==> src/sv/owsm_pkg.sv <==
`default_nettype none
package owsm_pkg;

  localparam int XW = 34;         // CORDIC x/y datapath width
  localparam int ZW = 27;         // CORDIC angle width, degrees with 16 fraction bits
  localparam int MAX_STEPS = 24;
  localparam int CW = 5;          // iteration counter width

  localparam logic [24:0] DEG_90  = 25'd5898240;
  localparam logic [24:0] DEG_180 = 25'd11796480;
  localparam logic [24:0] DEG_270 = 25'd17694720;
  localparam logic [24:0] DEG_360 = 25'd23592960;

  typedef struct packed {
    logic start;
    logic vec_mode;
  } cor_cmd_t;

  typedef struct packed {
    logic busy;
    logic done;
  } cor_stat_t;

  function automatic int clamp_steps(input int n);
    int r;
    r = n;
    if (r < 1) r = 1;
    if (r > MAX_STEPS) r = MAX_STEPS;
    return r;
  endfunction

  // atan(2^-i) in degrees with 16 fraction bits.
  function automatic logic [21:0] atan_deg(input logic [CW-1:0] i);
    logic [21:0] v;
    case (i)
      5'd0:  v = 22'd2949120;
      5'd1:  v = 22'd1740967;
      5'd2:  v = 22'd919880;
      5'd3:  v = 22'd466945;
      5'd4:  v = 22'd234379;
      5'd5:  v = 22'd117304;
      5'd6:  v = 22'd58666;
      5'd7:  v = 22'd29335;
      5'd8:  v = 22'd14668;
      5'd9:  v = 22'd7334;
      5'd10: v = 22'd3667;
      5'd11: v = 22'd1833;
      5'd12: v = 22'd917;
      5'd13: v = 22'd458;
      5'd14: v = 22'd229;
      5'd15: v = 22'd115;
      5'd16: v = 22'd57;
      5'd17: v = 22'd29;
      5'd18: v = 22'd14;
      5'd19: v = 22'd7;
      5'd20: v = 22'd4;
      5'd21: v = 22'd2;
      5'd22: v = 22'd1;
      default: v = 22'd0;
    endcase
    return v;
  endfunction

endpackage
`default_nettype wire

==> src/sv/owsm_cordic.sv <==
`default_nettype none
module owsm_cordic #(
  parameter int CORDIC_STEPS = 16
) (
  input  wire                                 clk,
  input  wire                                 rst_n,
  input  owsm_pkg::cor_cmd_t                  cmd,
  input  wire logic signed [owsm_pkg::XW-1:0] x0,
  input  wire logic signed [owsm_pkg::XW-1:0] y0,
  input  wire logic signed [owsm_pkg::ZW-1:0] z0,
  output owsm_pkg::cor_stat_t                 stat,
  output logic signed [owsm_pkg::XW-1:0]      x_out,
  output logic signed [owsm_pkg::ZW-1:0]      z_out,
  output logic signed [owsm_pkg::XW-1:0]      y_out
);

  localparam int N = owsm_pkg::clamp_steps(CORDIC_STEPS);

  logic signed [owsm_pkg::XW-1:0] x_r, y_r, x_nxt, y_nxt, xs, ys;
  logic signed [owsm_pkg::ZW-1:0] z_r, z_nxt, at;
  logic [owsm_pkg::CW-1:0]        cnt_r;
  logic                           busy_r, done_r, mode_r, ccw;

  // One micro-rotation per cycle; vectoring drives y to zero, rotation drives z to zero.
  always_comb begin
    xs = x_r >>> cnt_r;
    ys = y_r >>> cnt_r;
    at = {{(owsm_pkg::ZW-22){1'b0}}, owsm_pkg::atan_deg(cnt_r)};
    ccw = mode_r ? !(!y_r[owsm_pkg::XW-1] && (|y_r)) : !z_r[owsm_pkg::ZW-1];
    if (ccw) begin
      x_nxt = x_r - ys;
      y_nxt = y_r + xs;
      z_nxt = z_r - at;
    end else begin
      x_nxt = x_r + ys;
      y_nxt = y_r - xs;
      z_nxt = z_r + at;
    end
  end

  always_ff @(posedge clk) begin
    if (!rst_n) begin
      busy_r <= 1'b0;
      done_r <= 1'b0;
      cnt_r  <= '0;
      mode_r <= 1'b0;
    end else begin
      done_r <= 1'b0;
      if (cmd.start) begin
        busy_r <= 1'b1;
        cnt_r  <= '0;
        mode_r <= cmd.vec_mode;
      end else if (busy_r) begin
        cnt_r <= cnt_r + 1'b1;
        if (cnt_r == owsm_pkg::CW'(N - 1)) begin
          busy_r <= 1'b0;
          done_r <= 1'b1;
        end
      end
    end
  end

  always_ff @(posedge clk) begin
    if (cmd.start) begin
      x_r <= x0;
      y_r <= y0;
      z_r <= z0;
    end else if (busy_r) begin
      x_r <= x_nxt;
      y_r <= y_nxt;
      z_r <= z_nxt;
    end
  end

  assign stat.busy = busy_r;
  assign stat.done = done_r;
  assign x_out = x_r;
  assign y_out = y_r;
  assign z_out = z_r;

endmodule
`default_nettype wire

==> src/sv/omni_wheel_speed_mixer.sv <==
`default_nettype none
// Speed mixer for a three-wheel omni drive.
// The input channel (in_*) carries one transaction per command: in_tuser is the
// operation (drive or stop) and in_tdata the drive vector. For a drive command the
// block finds heading and length of the vector with a CORDIC, then for each wheel
// the relative speed from the heading and the wheel's angle, and scales it by the
// length and the gain. The output channel (out_*) returns exactly one transaction
// per command with the three signed speeds, inverted PWM values and reverse bits.
// One CORDIC unit is shared by the vectoring pass and up to three sine passes, and
// one 32x32 multiplier by all scaling steps. Only one command is in flight:
// in_tready is high only while the sequencer is idle. A finished result sits in the
// output register; a stalled receiver holds it there, and the next command is taken
// meanwhile but cannot finish until the slot frees. Configuration writes go through
// cfg_we/cfg_index/cfg_wdata; the user must issue them only while idle, as the block
// itself does not enforce this. Reset (rst_n low, synchronous) restores the default
// wheel angles 0, 120 and 240, a gain of 1.0, clears the remembered relative speeds
// and empties the output.
module omni_wheel_speed_mixer #(
  parameter int CORDIC_STEPS = 16,
  parameter int PWM_FULL     = 255
) (
  input  wire         clk,
  input  wire         rst_n,
  input  wire         in_tvalid,
  output logic        in_tready,
  input  wire  [31:0] in_tdata,    // x_in[15:0], y_in[31:16]
  input  wire  [0:0]  in_tuser,    // op[0]
  output logic        out_tvalid,
  input  wire         out_tready,
  // speed_a[15:0], speed_b[31:16], speed_c[47:32], pwm_a[55:48], pwm_b[63:56],
  // pwm_c[71:64], rev_a[72], rev_b[73], rev_c[74], zero[79:75]
  output logic [79:0] out_tdata,
  input  wire         cfg_we,
  input  wire  [1:0]  cfg_index,
  input  wire  [15:0] cfg_wdata
);

  localparam int XW = owsm_pkg::XW;
  localparam int ZW = owsm_pkg::ZW;
  localparam int Ns = owsm_pkg::clamp_steps(CORDIC_STEPS);
  localparam logic [63:0] Invk = 64'd652032875 + (64'd434688583 >> (2 * Ns));
  localparam logic [16:0] PwmFull = 17'(PWM_FULL);

  localparam logic [1:0] REG_A = 2'd0, REG_B = 2'd1, REG_C = 2'd2, REG_GAIN = 2'd3;

  localparam logic [3:0] S_IDLE = 4'd0, S_VEC = 4'd1, S_LEN = 4'd2, S_LG = 4'd3,
                         S_DIFF = 4'd4, S_SEL = 4'd5, S_ROT = 4'd6, S_MLO = 4'd7,
                         S_MHI = 4'd8, S_OUT = 4'd9;

  logic [3:0]  state_r, state_nxt;
  logic [8:0]  ang_a_r, ang_b_r, ang_c_r;
  logic [15:0] gain_r;
  logic signed [15:0] rel_r [3];
  logic signed [15:0] spd_r [3];
  logic [1:0]  w_r;
  logic [24:0] heading_r, df_r, db_r;
  logic [30:0] len_r;
  logic [46:0] lg_r, acc_r;
  logic        neg_r;
  logic        out_tvalid_r;
  logic [79:0] out_tdata_r;

  wire accept = in_tvalid && in_tready;
  wire signed [15:0] x_in = in_tdata[15:0];
  wire signed [15:0] y_in = in_tdata[31:16];

  // Shared CORDIC.
  owsm_pkg::cor_cmd_t  cor_cmd;
  owsm_pkg::cor_stat_t cor_stat;
  logic signed [XW-1:0] cx0, cy0, cx, cy;
  logic signed [ZW-1:0] cz0, cz;

  owsm_cordic #(.CORDIC_STEPS(CORDIC_STEPS)) u_cordic (
    .clk(clk), .rst_n(rst_n), .cmd(cor_cmd), .x0(cx0), .y0(cy0), .z0(cz0),
    .stat(cor_stat), .x_out(cx), .z_out(cz), .y_out(cy)
  );

  // Vector scaled by 2^14; the CORDIC control below folds it into the right half plane.
  logic signed [XW-1:0] xv, yv;
  assign xv = {{(XW-30){x_in[15]}}, x_in, 14'd0};
  assign yv = {{(XW-30){y_in[15]}}, y_in, 14'd0};

  // Wheel angle compare for the current wheel.
  logic [8:0]  wsel, fwd;
  logic [9:0]  bsum;
  logic [8:0]  bwd;
  logic [24:0] fq, bq, dfa, dba, df, db;
  always_comb begin
    case (w_r)
      2'd0:    wsel = ang_a_r;
      2'd1:    wsel = ang_b_r;
      default: wsel = ang_c_r;
    endcase
    fwd  = (wsel >= 9'd360) ? wsel - 9'd360 : wsel;
    bsum = {1'b0, fwd} + 10'd180;
    bwd  = (bsum >= 10'd360) ? 9'(bsum - 10'd360) : bsum[8:0];
    fq   = {fwd, 16'd0};
    bq   = {bwd, 16'd0};
    dfa  = (fq > heading_r) ? fq - heading_r : heading_r - fq;
    dba  = (bq > heading_r) ? bq - heading_r : heading_r - bq;
    df   = (dfa > owsm_pkg::DEG_180) ? owsm_pkg::DEG_360 - dfa : dfa;
    db   = (dba > owsm_pkg::DEG_180) ? owsm_pkg::DEG_360 - dba : dba;
  end

  wire take_f = df_r < owsm_pkg::DEG_90;
  wire take_b = db_r < owsm_pkg::DEG_90;

  // Control for the CORDIC.
  always_comb begin
    cor_cmd.start    = 1'b0;
    cor_cmd.vec_mode = 1'b1;
    cx0 = xv;
    cy0 = yv;
    cz0 = '0;
    if (state_r == S_IDLE) begin
      cor_cmd.start = accept && !in_tuser[0] && ((|x_in) || (|y_in));
      if (x_in[15]) begin
        if (!y_in[15]) begin
          cx0 = yv;
          cy0 = -xv;
          cz0 = ZW'(owsm_pkg::DEG_90);
        end else begin
          cx0 = -yv;
          cy0 = xv;
          cz0 = -ZW'(owsm_pkg::DEG_90);
        end
      end
    end else begin
      cor_cmd.vec_mode = 1'b0;
      cor_cmd.start    = (state_r == S_SEL) && (take_f || take_b);
      cx0 = XW'(Invk[29:0]);
      cy0 = '0;
      cz0 = ZW'(owsm_pkg::DEG_90 - (take_f ? df_r : db_r));
    end
  end

  // Heading from the vectoring angle, wrapped into 0..360.
  logic signed [ZW-1:0] hsum;
  logic [24:0] heading;
  assign hsum = cz + ZW'(owsm_pkg::DEG_270);
  assign heading = (hsum >= ZW'(owsm_pkg::DEG_360)) ? 25'(hsum - ZW'(owsm_pkg::DEG_360))
                                                    : 25'(hsum);

  // Sine result clamped to unsigned Q0.15; a negative result gives zero.
  logic signed [18:0] ysh;
  logic [14:0] sine;
  assign ysh = 19'(cy >>> 15);
  assign sine = cy[XW-1] ? 15'd0 : ((ysh > 19'sd32767) ? 15'd32767 : ysh[14:0]);

  // Shared multiplier.
  logic signed [15:0] rel_w;
  logic [14:0] absrel;
  logic [31:0] ma, mb;
  logic [63:0] prod;
  assign rel_w  = rel_r[w_r];
  assign absrel = rel_w[15] ? 15'(-rel_w) : rel_w[14:0];
  always_comb begin
    case (state_r)
      S_LEN:   begin ma = cx[XW-1] ? 32'd0 : cx[31:0]; mb = Invk[31:0]; end
      S_LG:    begin ma = {1'b0, len_r};               mb = {16'd0, gain_r}; end
      S_MLO:   begin ma = lg_r[31:0];                  mb = {17'd0, absrel}; end
      default: begin ma = {17'd0, lg_r[46:32]};        mb = {17'd0, absrel}; end
    endcase
    prod = ma * mb;
  end

  logic [61:0] msum;
  logic [24:0] mag;
  logic signed [15:0] spd;
  assign msum = {15'd0, acc_r} + {prod[29:0], 32'd0};
  assign mag  = msum[61:37];
  assign spd  = rel_w[15] ? ((mag > 25'd32768) ? 16'sh8000 : 16'(25'd0 - mag))
                          : ((mag > 25'd32767) ? 16'sh7fff : mag[15:0]);

  // Sequencer.
  always_comb begin
    state_nxt = state_r;
    case (state_r)
      S_IDLE: if (accept) begin
        if (in_tuser[0])           state_nxt = S_OUT;
        else if (cor_cmd.start)    state_nxt = S_VEC;
        else                       state_nxt = S_LG;
      end
      S_VEC:  if (cor_stat.done) state_nxt = S_LEN;
      S_LEN:  state_nxt = S_LG;
      S_LG:   state_nxt = S_DIFF;
      S_DIFF: state_nxt = S_SEL;
      S_SEL:  state_nxt = (take_f || take_b) ? S_ROT : S_MLO;
      S_ROT:  if (cor_stat.done) state_nxt = S_MLO;
      S_MLO:  state_nxt = S_MHI;
      S_MHI:  state_nxt = (w_r == 2'd2) ? S_OUT : S_DIFF;
      S_OUT:  if (!out_tvalid_r || out_tready) state_nxt = S_IDLE;
      default: state_nxt = S_IDLE;
    endcase
  end

  assign in_tready = (state_r == S_IDLE);

  always_ff @(posedge clk) begin
    if (!rst_n) begin
      state_r <= S_IDLE;
      ang_a_r <= 9'd0;
      ang_b_r <= 9'd120;
      ang_c_r <= 9'd240;
      gain_r  <= 16'd256;
      rel_r[0] <= '0;
      rel_r[1] <= '0;
      rel_r[2] <= '0;
      w_r <= '0;
      out_tvalid_r <= 1'b0;
    end else begin
      state_r <= state_nxt;
      if (cfg_we) begin
        case (cfg_index)
          REG_A:    ang_a_r <= cfg_wdata[8:0];
          REG_B:    ang_b_r <= cfg_wdata[8:0];
          REG_C:    ang_c_r <= cfg_wdata[8:0];
          REG_GAIN: gain_r  <= cfg_wdata;
          default:  gain_r  <= gain_r;
        endcase
      end
      if (state_r == S_LG) w_r <= '0;
      if (state_r == S_MHI) w_r <= w_r + 2'd1;
      if (state_r == S_ROT && cor_stat.done)
        rel_r[w_r] <= neg_r ? -$signed({1'b0, sine}) : $signed({1'b0, sine});
      if (state_r == S_OUT && (!out_tvalid_r || out_tready)) out_tvalid_r <= 1'b1;
      else if (out_tready) out_tvalid_r <= 1'b0;
    end
  end

  // Payload registers.
  always_ff @(posedge clk) begin
    if (state_r == S_IDLE && accept) begin
      heading_r <= owsm_pkg::DEG_270;
      len_r     <= '0;
      if (in_tuser[0]) begin
        spd_r[0] <= '0;
        spd_r[1] <= '0;
        spd_r[2] <= '0;
      end
    end
    if (state_r == S_VEC && cor_stat.done) heading_r <= heading;
    if (state_r == S_LEN) len_r <= prod[60:30];
    if (state_r == S_LG)  lg_r  <= prod[46:0];
    if (state_r == S_DIFF) begin
      df_r <= df;
      db_r <= db;
    end
    if (state_r == S_SEL) neg_r <= !take_f;
    if (state_r == S_MLO) acc_r <= prod[46:0];
    if (state_r == S_MHI) spd_r[w_r] <= spd;
  end

  // Output register with PWM and reverse bits.
  logic [16:0] smag [3];
  logic [7:0]  pwm [3];
  always_comb begin
    for (int k = 0; k < 3; k++) begin
      smag[k] = spd_r[k][15] ? 17'(-{spd_r[k][15], spd_r[k]}) : {1'b0, spd_r[k]};
      if (PwmFull <= smag[k])                   pwm[k] = 8'd0;
      else if ((PwmFull - smag[k]) > 17'd255)   pwm[k] = 8'd255;
      else                                      pwm[k] = 8'(PwmFull - smag[k]);
    end
  end

  always_ff @(posedge clk) begin
    if (state_r == S_OUT && (!out_tvalid_r || out_tready))
      out_tdata_r <= {5'd0, spd_r[2][15], spd_r[1][15], spd_r[0][15],
                      pwm[2], pwm[1], pwm[0], spd_r[2], spd_r[1], spd_r[0]};
  end

  assign out_tvalid = out_tvalid_r;
  assign out_tdata  = out_tdata_r;

  // The CORDIC only works while the sequencer waits on it.
  a_cordic_idle: assert property (@(posedge clk) disable iff (!rst_n)
    in_tready |-> !cor_stat.busy) else $error("CORDIC busy while idle");
  a_done_state: assert property (@(posedge clk) disable iff (!rst_n)
    cor_stat.done |-> (state_r == S_VEC || state_r == S_ROT))
    else $error("CORDIC finished outside a wait state");
  a_rel_hold: assert property (@(posedge clk) disable iff (!rst_n)
    !(state_r == S_ROT && cor_stat.done) |=>
      ($stable(rel_r[0]) && $stable(rel_r[1]) && $stable(rel_r[2])))
    else $error("relative speed changed without a sine pass");
  a_out_load: assert property (@(posedge clk) disable iff (!rst_n)
    $rose(out_tvalid_r) |-> $past(state_r) == S_OUT)
    else $error("result presented outside the output step");

endmodule
`default_nettype wire
==> config.mk <==
export PLATFORM = sky130hd
export DESIGN_NAME = omni_wheel_speed_mixer
export DESIGN_NICKNAME = d
export VERILOG_FILES = /design/src/sv/owsm_pkg.sv /design/src/sv/owsm_cordic.sv /design/src/sv/omni_wheel_speed_mixer.sv
export SDC_FILE = /design/constraint.sdc
export NUM_CORES = 2
export LEC_CHECK = 0
export ABC_CLOCK_PERIOD_IN_PS = 10400
export BUFFER_PORTS_ARGS = -buffer_cell sky130_fd_sc_hd__buf_2
export CAP_MARGIN = 20
export CORE_UTILIZATION = 30
export CTS_CLUSTER_DIAMETER = 120
export DETAILED_ROUTE_END_ITERATION = 10
export GPL_ROUTABILITY_DRIVEN = 0
export GPL_TIMING_DRIVEN = 0
export RECOVER_POWER = 50
export SKIP_LAST_GASP = 1
export SLEW_MARGIN = 20
export SYNTH_ARGS = -nofsm -noshare
export SYNTH_HDL_FRONTEND = slang
export SYNTH_SLANG_ARGS = --single-unit
==> constraint.sdc <==
create_clock -name clk -period 10.4 [get_ports clk]
set_input_delay 3.12 -clock clk [delete_from_list [all_inputs] [get_ports clk]]
set_output_delay 3.12 -clock clk [all_outputs]
set_load 0.02 [all_outputs]
==> flow_summary.ini <==
[run_status]
outcome = finished with violations
violations = negative setup slack

[synthesis]
synthXorXnorAreaFrac_pct = 5.660
synth-simple-area-share_pct = 15.10
ys.flop_type = edfxtp_1
yosysTopAreaCellShare_pct = 20.69
ys.warnings.count = 0
synthMuxAreaShare_pct = 5.352
synth_top_family_by_area = adder cells
synthArstFlopShare_pct = 0
synth_top_area_cell = fa_1
seq_area_frac_synth_pct = 22.80
synth_edf_count = 447
syn-cell-area_um2 = 66070
ys_types = 106
synth_fa_ha_area_share_pct = 30.11
avgSynthCellArea_um2 = 9.213
synth_seq_cells = 529
synthesis.instances = 7172
synth.area.top_cells = fa_1 21%, edfxtp_1 20%, ha_1 9.4%
synth_compound_gate_area_share_pct = 13.34

[timing]
hold_viol_final = 0
slew_headroom_pct = 23.18
max_clock_freq_mhz = 92.88
maxSlewViolCount = 0
fin_crit_sh_pct = 103.5
finalCriticalPeriod_ps = 10770
rsz0062_at_grt = yes
finalWorstSetupSlack_ps = -366.7
worst_slew_pin_slew_ps = 1152
hold_slack_ps = 469.2
fin_skew_ps = 72.46
setup_viol = 52

[worst_setup_path]
end_kind = flop
worstPathArrival_ps = 11280
path_buf_inv = 12
critPathKind = reg2reg
cp_max_fo = 8
worst_path_most_repeated_cell = fa_1
crit_path_top_delay_cell = fa_2
critPathMaxStageDelay_ps = 660
critPathRequiredTime_ps = 10920
timing.reg2reg.setup_slack_ps = -370
critical-path-top-delay-family = adder cells
start_kind = flop

[cts]
clock_latency_ps = 750
cts_buffer_depth = 3
clock-sinks = 529
cts.clk_slew.worst_paths_ps = 60
htree_levels = 2
cts_hold_buf = 0
clk_root_buffer_cell = clkbuf_16
cts_tree = yes
numCtsBuffers = 61

[floorplan]
rows = 171
initial_core_util_pct = 30.31
chipWidth_um = 471.3
fp.dieArea_um2 = 222100
fp.coreArea_um2 = 218000
die_h_um = 471.3
ios = 138

[routing]
vias = 56937
wl_per_cell_um = 22.37
drt_wl_total_mm = 233.6
initialDrtViolationCount = 6498
ant_nets = 0
via_per_inst = 5.453
drc = 0
firstDrtPassIters = 10

[finish]
n_fill_cell = 21833
fin_cells = 10442
areaGrowthSynthToFinish_pct = 15.71
layout_common_cells = 956 x inv_1, 710 x nand2_1, 678 x nor2_1
final_common_cell = inv_1
drive_gt1_share_pct = 13.89
final_nets = 8765

[grt]
grt_pass1_vias = 56016
grtUsageTotal_pct = 20.50
grt_max_degree = 57
grt_first_pass_wirelength_mm = 348.5
antenna_found_initial = 9
globalRouteOverflowTotal = 0

[job]
maxCapViolations = 0

[min_path]
hold_start = ang_c_r[3]
hold_path.class = reg2reg

[placed_design]
port_buffers = 129
dp_hpwl_mm = 185.5
dpl.cell_count = 10187
final cells by class:
class | count | area, um2 | share of cell area, %
timing repair buffer | 310 | 2131 | 2.787
inverter | 989 | 3714 | 4.857
sequential | 529 | 15070 | 19.71
clock buffer | 69 | 1608 | 2.103
multi-input combinational | 5343 | 48120 | 62.94
buffer | 295 | 1729 | 2.262
tap | 2854 | 3571 | 4.671
clock inverter | 47 | 499.2 | 0.6530
antenna | 6 | 15.01 | 0.01964
path summary, 6_finish.rpt:
path                               endpoint  cells past startpoint
worst min-delay path             ang_c_r[3]                      2
worst min register to register   ang_c_r[3]                      2
worst max register to register  spd_r[1][3]                     40
worst max-delay path            spd_r[1][3]                     40
sequential cells by signal, summed over array words and instances (netlist names), 25 cells and up, named ones only:
signal,count
df_r,25
rel_r,64
u_cordic.z_out,27
u_cordic.x_out,34
heading_r,25
u_cordic.y_out,34
spd_r,48
lg_r,47
len_r,31
out_tdata,72
Yosys cell counts, drive strengths merged (69+ instances only):
library cell,instances
ha,497
edfxtp,447
dfxtp,82
mux4,104
nand3,122
and2,88
mux2i,82
nand2,728
a21oi,339
xnor2,264
a21o,106
clkbuf,236
a31oi,70
inv,986
and3,69
buf,81
fa,683
nor3,120
xor2,163
nor2,699
o21ai,278
logic make-up (layout without fill, tap and decap cells):
group / Yosys count / after routing
AO/OA/AOI/OAI: 1339 / 1339
multiplexers: 218 / 218
other: 1 / 12
flip-flops: 529 / 529
AND/OR/NAND/NOR: 2172 / 2173
adder cells (fa/ha/maj): 1180 / 1180
XOR/XNOR: 427 / 427
buffers and inverters: 1306 / 1710
stage by stage:
step / instance area [um2] / TNS (ps) / util (%) / setup slack [ps]
finish: 76450 / -14210 / 35.07 / -366.7
global route: 76450 / -29620 / 35.06 / -667.0
CTS: 75550 / -4614 / 34.65 / -185.4
detailed placement: 70650 / -253950 / 32.40 / -2966
global placement: 70330 / -396300 / 32.26 / -3283
floorplan: 66120 / 0 / - / 4.805
worst register-to-register path: cells and delay by family, from the launching register on:
kind                       cells  cell delay [ps]
adders and majority gates      9             4050
and+or+nand+nor                7             2110
AOI/OAI and AO/OA              9             1790
buffers and inverters         12             1350
muxes                          2              770
DFF                            1              330
xor gates and xnor gates       1              160
metal layers:
layer | up-vias | GRT usage, % | routed length [um]
li1 | 25145 | - | -
met1 | 28018 | 26.78 | 92770
met2 | 3026 | 31.91 | 103000
met3 | 740 | 4.320 | 23170
met4 | 8 | 10.40 | 14690
met5 | - | 0 | 41
repair_timing:
item,in CTS,in global routing
pin swaps,155,125
resized for setup,450,158
cloned,1,1
endpoints found under the setup margin,124,81
buffers inserted,115,36
Power is not shown: default switching activity piles up to over one toggle a cycle in this logic, so the estimate is an artifact.
